**src/rtl/tccd_pkg.sv**
```systemverilog
package tccd_pkg;

  // Symbol averaging and offset tracking
  localparam int OFFSET_WINDOW = 287;
  localparam int WCNT_W = 9;
  localparam logic [15:0] RECIP3 = 16'd43691;   // ceil(2^17 / 3)
  localparam logic signed [15:0] WIN_MIN_INIT = 16'sh7FFF;
  localparam logic signed [15:0] WIN_MAX_INIT = 16'sh8000;

  // Bit history and frame layout
  localparam int HIST_W = 320;
  localparam int WORD_W = 40;
  localparam logic [47:0] SYNC_WORD = 48'h5555_5712_5555;

  // Command decoding
  localparam logic [7:0] ESK_XOR = 8'hA0;
  localparam logic [7:0] VOICE_ESK = 8'h18;
  localparam logic [7:0] VOICE_PLAIN = 8'hEE;
  localparam logic [7:0] PEER_COMMAND = 8'hF8;

  // Configuration register indexes
  localparam int CFG_IDX_W = 2;
  localparam logic [CFG_IDX_W-1:0] CFG_ESK_MODE = 2'd0;
  localparam logic [CFG_IDX_W-1:0] CFG_CONTROL_CHANNEL = 2'd1;
  localparam int CFG_DATA_W = 5;

  // Frame queue between front and back
  localparam int QUEUE_DEPTH = 4;
  localparam int QPTR_W = 2;
  localparam int QCNT_W = 3;

  typedef struct packed {
    logic signed [15:0] sample_a;
    logic signed [15:0] sample_b;
    logic signed [15:0] sample_c;
  } sample_t;

  typedef struct packed {
    logic               repeat_ok;
    logic [7:0]         command;
    logic [3:0]         status;
    logic [2:0]         channel;
    logic               voice_grant;
    logic               peer_valid;
    logic [7:0]         peer_id;
    logic [14:0]        talkgroup;
    logic [19:0]        sender;
    logic [10:0]        fleet_code;
    logic [9:0]         site_id;
    logic signed [15:0] dc_offset;
  } result_t;

  typedef struct packed {
    logic               repeat_ok;
    logic               w1_eq_w4;
    logic [WORD_W-1:0]  w1;
    logic [19:0]        sender;
    logic [10:0]        fleet_code;
    logic [9:0]         site_id;
    logic signed [15:0] dc_offset;
  } frame_t;

  typedef struct packed {
    logic       esk_mode;
    logic [4:0] control_channel;
  } cfg_t;

endpackage

```
**src/rtl/tccd_front.sv**
```systemverilog
module tccd_front (
  input  logic                clk,
  input  logic                rst,
  input  logic                sample_valid,
  output logic                sample_ready,
  input  tccd_pkg::sample_t   sample,
  input  logic                q_full,
  output logic                q_push,
  output tccd_pkg::frame_t    q_frame
);

  logic adv;

  // Stage A: sum and magnitude
  logic signed [17:0] sum;
  logic [16:0]        mag_next;
  logic               a_valid;
  logic               a_neg;
  logic [16:0]        a_mag;

  // Stage B: divide by three through the reciprocal
  logic [32:0] prod;
  logic        b_valid;
  logic        b_neg;
  logic [15:0] b_q;

  // Stage C: offset window and slicer
  logic signed [15:0]        avg;
  logic signed [15:0]        mn;
  logic signed [15:0]        mx;
  logic [tccd_pkg::WCNT_W-1:0] cnt_inc;
  logic                      win_end;
  logic signed [16:0]        mid_sum;
  logic signed [16:0]        half_sum;
  logic signed [15:0]        threshold_next;
  logic                      slice_bit;
  logic signed [15:0]        threshold;
  logic signed [15:0]        win_min;
  logic signed [15:0]        win_max;
  logic [tccd_pkg::WCNT_W-1:0] win_count;
  logic [tccd_pkg::HIST_W-1:0] hist;
  logic                      c_valid;

  // Stage D: sync detection and word extraction
  logic                        sync_hit;
  logic [tccd_pkg::WORD_W-1:0] w1;
  logic [tccd_pkg::WORD_W-1:0] w3;
  logic [tccd_pkg::WORD_W-1:0] w4;
  logic [tccd_pkg::WORD_W-1:0] w6;

  // The whole pipeline moves together; hold it only while the queue is full
  assign adv = !q_full;
  assign sample_ready = adv;

  always_comb begin
    sum = {{2{sample.sample_a[15]}}, sample.sample_a}
        + {{2{sample.sample_b[15]}}, sample.sample_b}
        + {{2{sample.sample_c[15]}}, sample.sample_c};
    mag_next = sum[17] ? 17'(-sum) : 17'(sum);
  end

  always_ff @(posedge clk) begin
    if (rst) begin
      a_valid <= 1'b0;
    end else if (adv) begin
      a_valid <= sample_valid;
    end
  end

  always_ff @(posedge clk) begin
    if (adv) begin
      a_neg <= sum[17];
      a_mag <= mag_next;
    end
  end

  // Exact floor(x / 3) for every 17-bit magnitude
  assign prod = 33'(a_mag) * 33'(tccd_pkg::RECIP3);

  always_ff @(posedge clk) begin
    if (rst) begin
      b_valid <= 1'b0;
    end else if (adv) begin
      b_valid <= a_valid;
    end
  end

  always_ff @(posedge clk) begin
    if (adv) begin
      b_neg <= a_neg;
      b_q   <= prod[32:17];
    end
  end

  always_comb begin
    avg      = b_neg ? 16'(-b_q) : b_q;
    mn       = (avg < win_min) ? avg : win_min;
    mx       = (avg > win_max) ? avg : win_max;
    cnt_inc  = win_count + 1'b1;
    win_end  = cnt_inc >= tccd_pkg::WCNT_W'(tccd_pkg::OFFSET_WINDOW);
    mid_sum  = {mn[15], mn} + {mx[15], mx};
    // Round the halved sum toward zero
    half_sum = mid_sum + {16'b0, mid_sum[16]};
    threshold_next = win_end ? half_sum[16:1] : threshold;
    slice_bit = avg < threshold_next;
  end

  always_ff @(posedge clk) begin
    if (rst) begin
      threshold <= '0;
      win_min   <= tccd_pkg::WIN_MIN_INIT;
      win_max   <= tccd_pkg::WIN_MAX_INIT;
      win_count <= '0;
      hist      <= '0;
      c_valid   <= 1'b0;
    end else if (adv) begin
      c_valid <= b_valid;
      if (b_valid) begin
        threshold <= threshold_next;
        hist      <= {hist[tccd_pkg::HIST_W-2:0], slice_bit};
        if (win_end) begin
          win_min   <= tccd_pkg::WIN_MIN_INIT;
          win_max   <= tccd_pkg::WIN_MAX_INIT;
          win_count <= '0;
        end else begin
          win_min   <= mn;
          win_max   <= mx;
          win_count <= cnt_inc;
        end
      end
    end
  end

  always_comb begin
    sync_hit = hist[319:272] == tccd_pkg::SYNC_WORD;
    w1 = hist[271:232];
    w3 = hist[191:152];
    w4 = hist[151:112];
    w6 = hist[71:32];
    q_frame.repeat_ok  = (w1 == w3) && (w4 == w6);
    q_frame.w1_eq_w4   = w1 == w4;
    q_frame.w1         = w1;
    q_frame.sender     = w4[31:12];
    q_frame.fleet_code = hist[254:244];
    q_frame.site_id    = hist[147:138];
    q_frame.dc_offset  = threshold;
  end

  // Drop symbols that do not complete a sync pattern
  assign q_push = adv && c_valid && sync_hit;

endmodule

```
**src/rtl/tccd_queue.sv**
```systemverilog
module tccd_queue (
  input  logic              clk,
  input  logic              rst,
  input  logic              push,
  input  tccd_pkg::frame_t  push_frame,
  input  logic              pop,
  output logic              full,
  output logic              avail,
  output tccd_pkg::frame_t  head
);

  tccd_pkg::frame_t          entries [tccd_pkg::QUEUE_DEPTH];
  logic [tccd_pkg::QPTR_W-1:0] wr_ptr;
  logic [tccd_pkg::QPTR_W-1:0] rd_ptr;
  logic [tccd_pkg::QCNT_W-1:0] count;

  assign full  = count == tccd_pkg::QCNT_W'(tccd_pkg::QUEUE_DEPTH);
  assign avail = count != '0;
  assign head  = entries[rd_ptr];

  always_ff @(posedge clk) begin
    if (push) begin
      entries[wr_ptr] <= push_frame;
    end
  end

  always_ff @(posedge clk) begin
    if (rst) begin
      wr_ptr <= '0;
      rd_ptr <= '0;
      count  <= '0;
    end else begin
      if (push) begin
        wr_ptr <= wr_ptr + 1'b1;
      end
      if (pop) begin
        rd_ptr <= rd_ptr + 1'b1;
      end
      unique case ({push, pop})
        2'b10:   count <= count + 1'b1;
        2'b01:   count <= count - 1'b1;
        default: count <= count;
      endcase
    end
  end

endmodule

```
**src/rtl/tccd_back.sv**
```systemverilog
module tccd_back (
  input  logic              clk,
  input  logic              rst,
  input  tccd_pkg::cfg_t    cfg,
  input  logic              q_avail,
  input  tccd_pkg::frame_t  q_head,
  output logic              q_pop,
  output logic              result_valid,
  input  logic              result_ready,
  output tccd_pkg::result_t result
);

  logic [7:0]  held_command;
  logic [3:0]  held_status;
  logic [2:0]  held_channel;
  logic [14:0] held_group;
  logic [19:0] held_sender;

  logic [7:0]  held_command_next;
  logic [3:0]  held_status_next;
  logic [2:0]  held_channel_next;
  logic [14:0] held_group_next;
  logic [19:0] held_sender_next;
  logic [7:0]  xmask;
  logic [7:0]  voice_cmd;
  logic [7:0]  peer;
  logic        grant;
  logic        peer_ok;
  tccd_pkg::result_t result_next;

  // Take a frame whenever the output register is free or being drained
  assign q_pop = q_avail && (!result_valid || result_ready);

  always_comb begin
    xmask     = cfg.esk_mode ? tccd_pkg::ESK_XOR : 8'h00;
    voice_cmd = cfg.esk_mode ? tccd_pkg::VOICE_ESK : tccd_pkg::VOICE_PLAIN;
    peer      = q_head.w1[19:12];

    // Keep the old command fields when the repeats disagree
    if (q_head.repeat_ok) begin
      held_command_next = q_head.w1[39:32] ^ xmask;
      held_status_next  = q_head.w1[24:21];
      held_channel_next = q_head.w1[31:29];
    end else begin
      held_command_next = held_command;
      held_status_next  = held_status;
      held_channel_next = held_channel;
    end

    grant = (held_command_next == voice_cmd) && (held_channel_next != 3'd0)
         && ({2'b00, held_channel_next} != cfg.control_channel);
    peer_ok = (held_command_next == tccd_pkg::PEER_COMMAND) && q_head.w1_eq_w4
           && (peer != 8'd0);

    if (grant && q_head.repeat_ok) begin
      held_group_next  = q_head.w1[26:12];
      held_sender_next = q_head.sender;
    end else begin
      held_group_next  = held_group;
      held_sender_next = held_sender;
    end

    result_next.repeat_ok   = q_head.repeat_ok;
    result_next.command     = held_command_next;
    result_next.status      = held_status_next;
    result_next.channel     = held_channel_next;
    result_next.voice_grant = grant;
    result_next.peer_valid  = peer_ok;
    result_next.peer_id     = peer;
    result_next.talkgroup   = held_group_next;
    result_next.sender      = held_sender_next;
    result_next.fleet_code  = q_head.fleet_code;
    result_next.site_id     = q_head.site_id;
    result_next.dc_offset   = q_head.dc_offset;
  end

  always_ff @(posedge clk) begin
    if (rst) begin
      held_command <= '0;
      held_status  <= '0;
      held_channel <= '0;
      held_group   <= '0;
      held_sender  <= '0;
      result_valid <= 1'b0;
    end else begin
      if (q_pop) begin
        held_command <= held_command_next;
        held_status  <= held_status_next;
        held_channel <= held_channel_next;
        held_group   <= held_group_next;
        held_sender  <= held_sender_next;
        result_valid <= 1'b1;
      end else if (result_ready) begin
        result_valid <= 1'b0;
      end
    end
  end

  always_ff @(posedge clk) begin
    if (q_pop) begin
      result <= result_next;
    end
  end

endmodule

```
**src/rtl/trunk_control_channel_decoder_top.sv**
```systemverilog
// Control-channel decoder: takes one symbol (three signed demodulator samples)
// per clock and emits one result per detected sync word. Symbols enter a
// four-stage front pipeline (sum, divide by three, offset window and slicer,
// sync check), so sample_ready stays high and a new symbol is taken every
// cycle unless the four-entry frame queue is full; the result for the symbol
// that completes the sync pattern goes through the queue and is held in an output
// register until transferred. The slicing threshold (dc_offset) is refreshed to
// the window midpoint every 287 symbols. Configuration writes are always taken
// (cfg_ready is tied high): index 0 sets esk_mode from cfg_data bit 0, index 1
// sets control_channel, other indexes are ignored; write only while idle.
module trunk_control_channel_decoder_top (
  input  logic                                clk,
  input  logic                                rst,
  input  logic                                sample_valid,
  output logic                                sample_ready,
  input  tccd_pkg::sample_t                   sample,
  output logic                                result_valid,
  input  logic                                result_ready,
  output tccd_pkg::result_t                   result,
  input  logic                                cfg_valid,
  output logic                                cfg_ready,
  input  logic [tccd_pkg::CFG_IDX_W-1:0]      cfg_index,
  input  logic [tccd_pkg::CFG_DATA_W-1:0]     cfg_data
);

  tccd_pkg::cfg_t   cfg;
  tccd_pkg::frame_t push_frame;
  tccd_pkg::frame_t head_frame;
  logic             q_push;
  logic             q_pop;
  logic             q_full;
  logic             q_avail;

  assign cfg_ready = 1'b1;

  always_ff @(posedge clk) begin
    if (rst) begin
      cfg.esk_mode        <= 1'b1;
      cfg.control_channel <= 5'd1;
    end else if (cfg_valid) begin
      unique case (cfg_index)
        tccd_pkg::CFG_ESK_MODE:        cfg.esk_mode <= cfg_data[0];
        tccd_pkg::CFG_CONTROL_CHANNEL: cfg.control_channel <= cfg_data;
        default:                       cfg <= cfg;
      endcase
    end
  end

  tccd_front u_front (
    .clk          (clk),
    .rst          (rst),
    .sample_valid (sample_valid),
    .sample_ready (sample_ready),
    .sample       (sample),
    .q_full       (q_full),
    .q_push       (q_push),
    .q_frame      (push_frame)
  );

  tccd_queue u_queue (
    .clk        (clk),
    .rst        (rst),
    .push       (q_push),
    .push_frame (push_frame),
    .pop        (q_pop),
    .full       (q_full),
    .avail      (q_avail),
    .head       (head_frame)
  );

  tccd_back u_back (
    .clk          (clk),
    .rst          (rst),
    .cfg          (cfg),
    .q_avail      (q_avail),
    .q_head       (head_frame),
    .q_pop        (q_pop),
    .result_valid (result_valid),
    .result_ready (result_ready),
    .result       (result)
  );

`ifndef SYNTHESIS
  // A frame taken from the queue always lands in the output register
  a_pop_to_result: assert property (@(posedge clk) disable iff (rst)
    q_pop |=> result_valid)
    else $error("frame popped but no result presented");

  // A new result only follows a frame taken from the queue
  a_result_from_frame: assert property (@(posedge clk) disable iff (rst)
    (result_valid && !$past(result_valid)) |-> $past(q_pop))
    else $error("result appeared without a queued frame");

  // A frame is produced only from a symbol the front has advanced
  a_push_needs_room: assert property (@(posedge clk) disable iff (rst)
    q_push |-> (sample_ready && !q_full))
    else $error("frame pushed while the front was held");
`endif

endmodule
```
**config.mk**
```make
export PLATFORM = sky130hd
export DESIGN_NAME = trunk_control_channel_decoder_top
export DESIGN_NICKNAME = d
export VERILOG_FILES = /design/src/rtl/tccd_pkg.sv /design/src/rtl/tccd_front.sv /design/src/rtl/tccd_queue.sv /design/src/rtl/tccd_back.sv /design/src/rtl/trunk_control_channel_decoder_top.sv
export SDC_FILE = /design/constraint.sdc
export NUM_CORES = 2
export LEC_CHECK = 0
export BUFFER_PORTS_ARGS = -buffer_cell sky130_fd_sc_hd__buf_2
export CORE_MARGIN = 2
export CORE_UTILIZATION = 32
export CTS_CLUSTER_SIZE = 25
export DETAILED_ROUTE_END_ITERATION = 10
export GPL_TIMING_DRIVEN = 0
export PLACE_DENSITY = 0.52
export SLEW_MARGIN = 40
export SYNTH_ARGS = -nofsm -noshare
export SYNTH_HDL_FRONTEND = slang
export SYNTH_HIERARCHICAL = 1
export SYNTH_SLANG_ARGS = --single-unit
```
**constraint.sdc**
```tcl
create_clock -name clk -period 11.8 [get_ports clk]
set_input_delay 2.36 -clock clk [delete_from_list [all_inputs] [get_ports clk]]
set_output_delay 2.36 -clock clk [all_outputs]
set_load 0.02 [all_outputs]
```
==> results.txt <==
The flow ran to the end, and the final reports show no timing, DRC or antenna violations. The slowest cell on the critical path was sky130_fd_sc_hd__clkbuf_1. The number of antenna violations at the first check in global routing was 0; the net count after synthesis was 4384. In this run the core area contains 137 standard-cell rows. The total setup buffers inserted after CTS is 0, and the total routing resource utilization after global routing is 0.147. Initial cell density of the core: 0.321.

The critical path is of the reg2reg type. The chip width works out to 377 microns. The worst register-to-register path has a depth of 39.

Setup repair after global routing left no endpoint under its margin. The instance count of the mapped netlist is 3999, and the total area of multi-input combinational cells is 19300 sq um. STA classifies the critical path startpoint as a flip-flop. TritonCTS built the clock tree.

For this block, the initial DRC count from the detailed router was 1946. The fraction of final layout cells sized beyond drive strength 1 was 0.135; the worst-skew pair later-pin latency was 720 ps. For this run, the slowest stage of the critical path takes 620 ps. Via count of the first global-routing pass: 29100. The pin slew with the least headroom to its limit is 854 ps, and the global placement routability congestion is 0.859.

In this run the tool buffered the top-level ports with 159 buffer cells. Minimum period implied by the final worst setup slack: 10820 ps. Worst reg2reg path endpoint: u_front/hist[0]$_SDFFE_PP0P_.

Once placement finished, the instance area stood at 48000 sq um. The clock passes through at most 3 buffers. The number of nets with antenna violations after detailed routing came out at 0. In this run the clock root is driven by a sky130_fd_sc_hd__clkbuf_16. The number of buffers inserted during clock tree synthesis was 99; the arrival time of the worst setup path was 11390 ps.

In this run, post-CTS hold repair placed 0 buffers. The filler cell count in the final layout is 13700, and the warning count from the yosys run is 6. Between clock sinks in the finished design, the worst skew comes to 65.6 ps. The launch point of the worst reg-to-reg path is u_front/b_q[0]$_DFFE_PN_. After clock tree synthesis, the clock-pin slew on the worst setup and hold paths is 60 ps. Post-route fraction of the period consumed by the critical path: 0.917. Counting stages on the worst path, the most repeated cell is sky130_fd_sc_hd__ha_1.

The floorplan step defined a core boundary enclosing 139000 sq um. The reported max-cap violation count was 0. The repair_antennas step left the layout with diodes totalling 0.

The combined area of all synthesized cells was 44600 sq um. For this block, the via count after detailed routing is 29500. The worst-path maximum fanout is 10, and the maximum number of pins on one net before global-route repair is 39. The tools report the worst endpoint required time as 12370 ps.

The first global-routing pass estimated 166000 microns of wire. The area added between synthesis and finish is 15.2%. In this run the mean area of a mapped cell was 11.2 sq um. The total number of clock tree sinks was 919. The logs give 0.0924 GHz for the achievable frequency and 3 for the H-tree depth. STA classifies the critical path endpoint as a flip-flop. Post-CTS repair changed the size of 0 cells. The logs give 980 ps for the setup slack on the worst flop-to-flop path and 0 for the count of endpoints failing setup in the final report. Summed over all layers, the routed wires come to 105000 microns. The first detailed-routing pass took 8 iterations.

The count of pins on the block boundary came out at 161. The chip height works out to 377 microns. The min-delay analysis places its worst path in the category reg2reg. The worst relative slew slack was 0.430; the wire length per cell after detailed routing was 16.9 microns. The sequential cells in the finished layout cover a total of 23100 sq um. For the number of max-slew violations in the final report, the log shows 0. End point of the worst hold path: u_front/hist[318]$_SDFFE_PP0P_.

Adding up every negative setup slack in the final design gives 0 ps. The startpoint of the worst hold path is u_front/hist[317]$_SDFFE_PP0P_. The logs give 51400 sq um for the final instance area and 0 for the residual overflow from global routing. The vias per cell is 4.73, and the number of remaining DRC errors is 0. Detailed placement ended at an HPWL of 76200 microns. Final net count: 4655. Final hold violation count: 0. The number of cells on the worst hold path came out at 2. The die covers 142000 sq um.
## area by class of cell
| class | count | area share |
|---|---|---|
| multi-input combinational | 2588 | 0.376 |
| timing repair buffer | 170 | 0.0198 |
| buffer | 263 | 0.0265 |
| tap | 1876 | 0.0457 |
| clock inverter | 48 | 0.0106 |
| inverter | 229 | 0.0168 |
| sequential | 919 | 0.450 |
| clock buffer | 137 | 0.0549 |
## per-stage QoR
stage               cells  hold WS, ps  worst slack, ps   util
global route         6230          457              277  0.370
CTS                  6230          436             1040  0.370
floorplan            3999          400             3100      -
finish               6230          440              980  0.370
detailed placement   6045          442             1040  0.346
global placement     6034          436             1030  0.344
## worst max-delay path, delay by kind of cell, from the launching register on
kind	cells	cell delay, ps
multiplexers	2	550
buffers and inverters	5	1690
flip-flops	1	520
adder cells (fa/ha/maj)	5	1390
XOR/XNOR	2	700
AO/OA/AOI/OAI	9	2450
AND/OR/NAND/NOR	16	3410
## layer usage
metal  vias to the layer above  wire, microns  GRT usage
li1                      14500              -          -
met1                     14300          49600      0.201
met2                       570          49500      0.245
met3                       123           4060     0.0189
met4                         0           1890     0.0398
met5                         -              0          0
## cell usage in the layout (no fill, tap or decap), drive strengths merged, types with 16 or more instances in the layout
master / instances
a211oi: 26
a21o: 23
a21oi: 379
a221oi: 16
and2: 16
buf: 276
clkbuf: 294
clkinv: 32
dfxtp: 446
edfxtp: 473
fa: 108
ha: 217
inv: 236
mux2: 46
mux2i: 96
mux4: 85
nand2: 747
nand2b: 89
nand3: 26
nand4: 35
nor2: 117
nor3: 54
nor4: 37
o21a: 23
o21ai: 42
xnor2: 104
xor2: 106
## registers in the layout, indices dropped and copies added, names as in the netlist, 9 cells and up, named ones only
name,count
u_queue/entries,340
u_back/result,98
u_front/a_mag,17
u_front/hist,320
u_front/win_count,9
u_front/win_max,16
u_back/held_group,15
u_back/held_sender,20
u_front/threshold,16
u_front/b_q,16
u_front/win_min,16
## worst max path at each step
stage,to,cells past startpoint,start,slack [ps]
floorplan,u_front/hist[0]$_SDFFE_PP0P_,39,u_front/b_q[0]$_DFFE_PN_,3100
global placement,u_front/hist[0]$_SDFFE_PP0P_,39,u_front/b_q[0]$_DFFE_PN_,1030
detailed placement,u_front/hist[0]$_SDFFE_PP0P_,39,u_front/b_q[0]$_DFFE_PN_,1040
CTS,u_front/hist[0]$_SDFFE_PP0P_,39,u_front/b_q[0]$_DFFE_PN_,1040
global route,u_front/hist[0]$_SDFFE_PP0P_,39,u_front/b_q[0]$_DFFE_PN_,280
finish,u_front/hist[0]$_SDFFE_PP0P_,39,u_front/b_q[0]$_DFFE_PN_,980
Power is not shown: default switching activity piles up to over one toggle a cycle in this logic, so the estimate is an artifact.
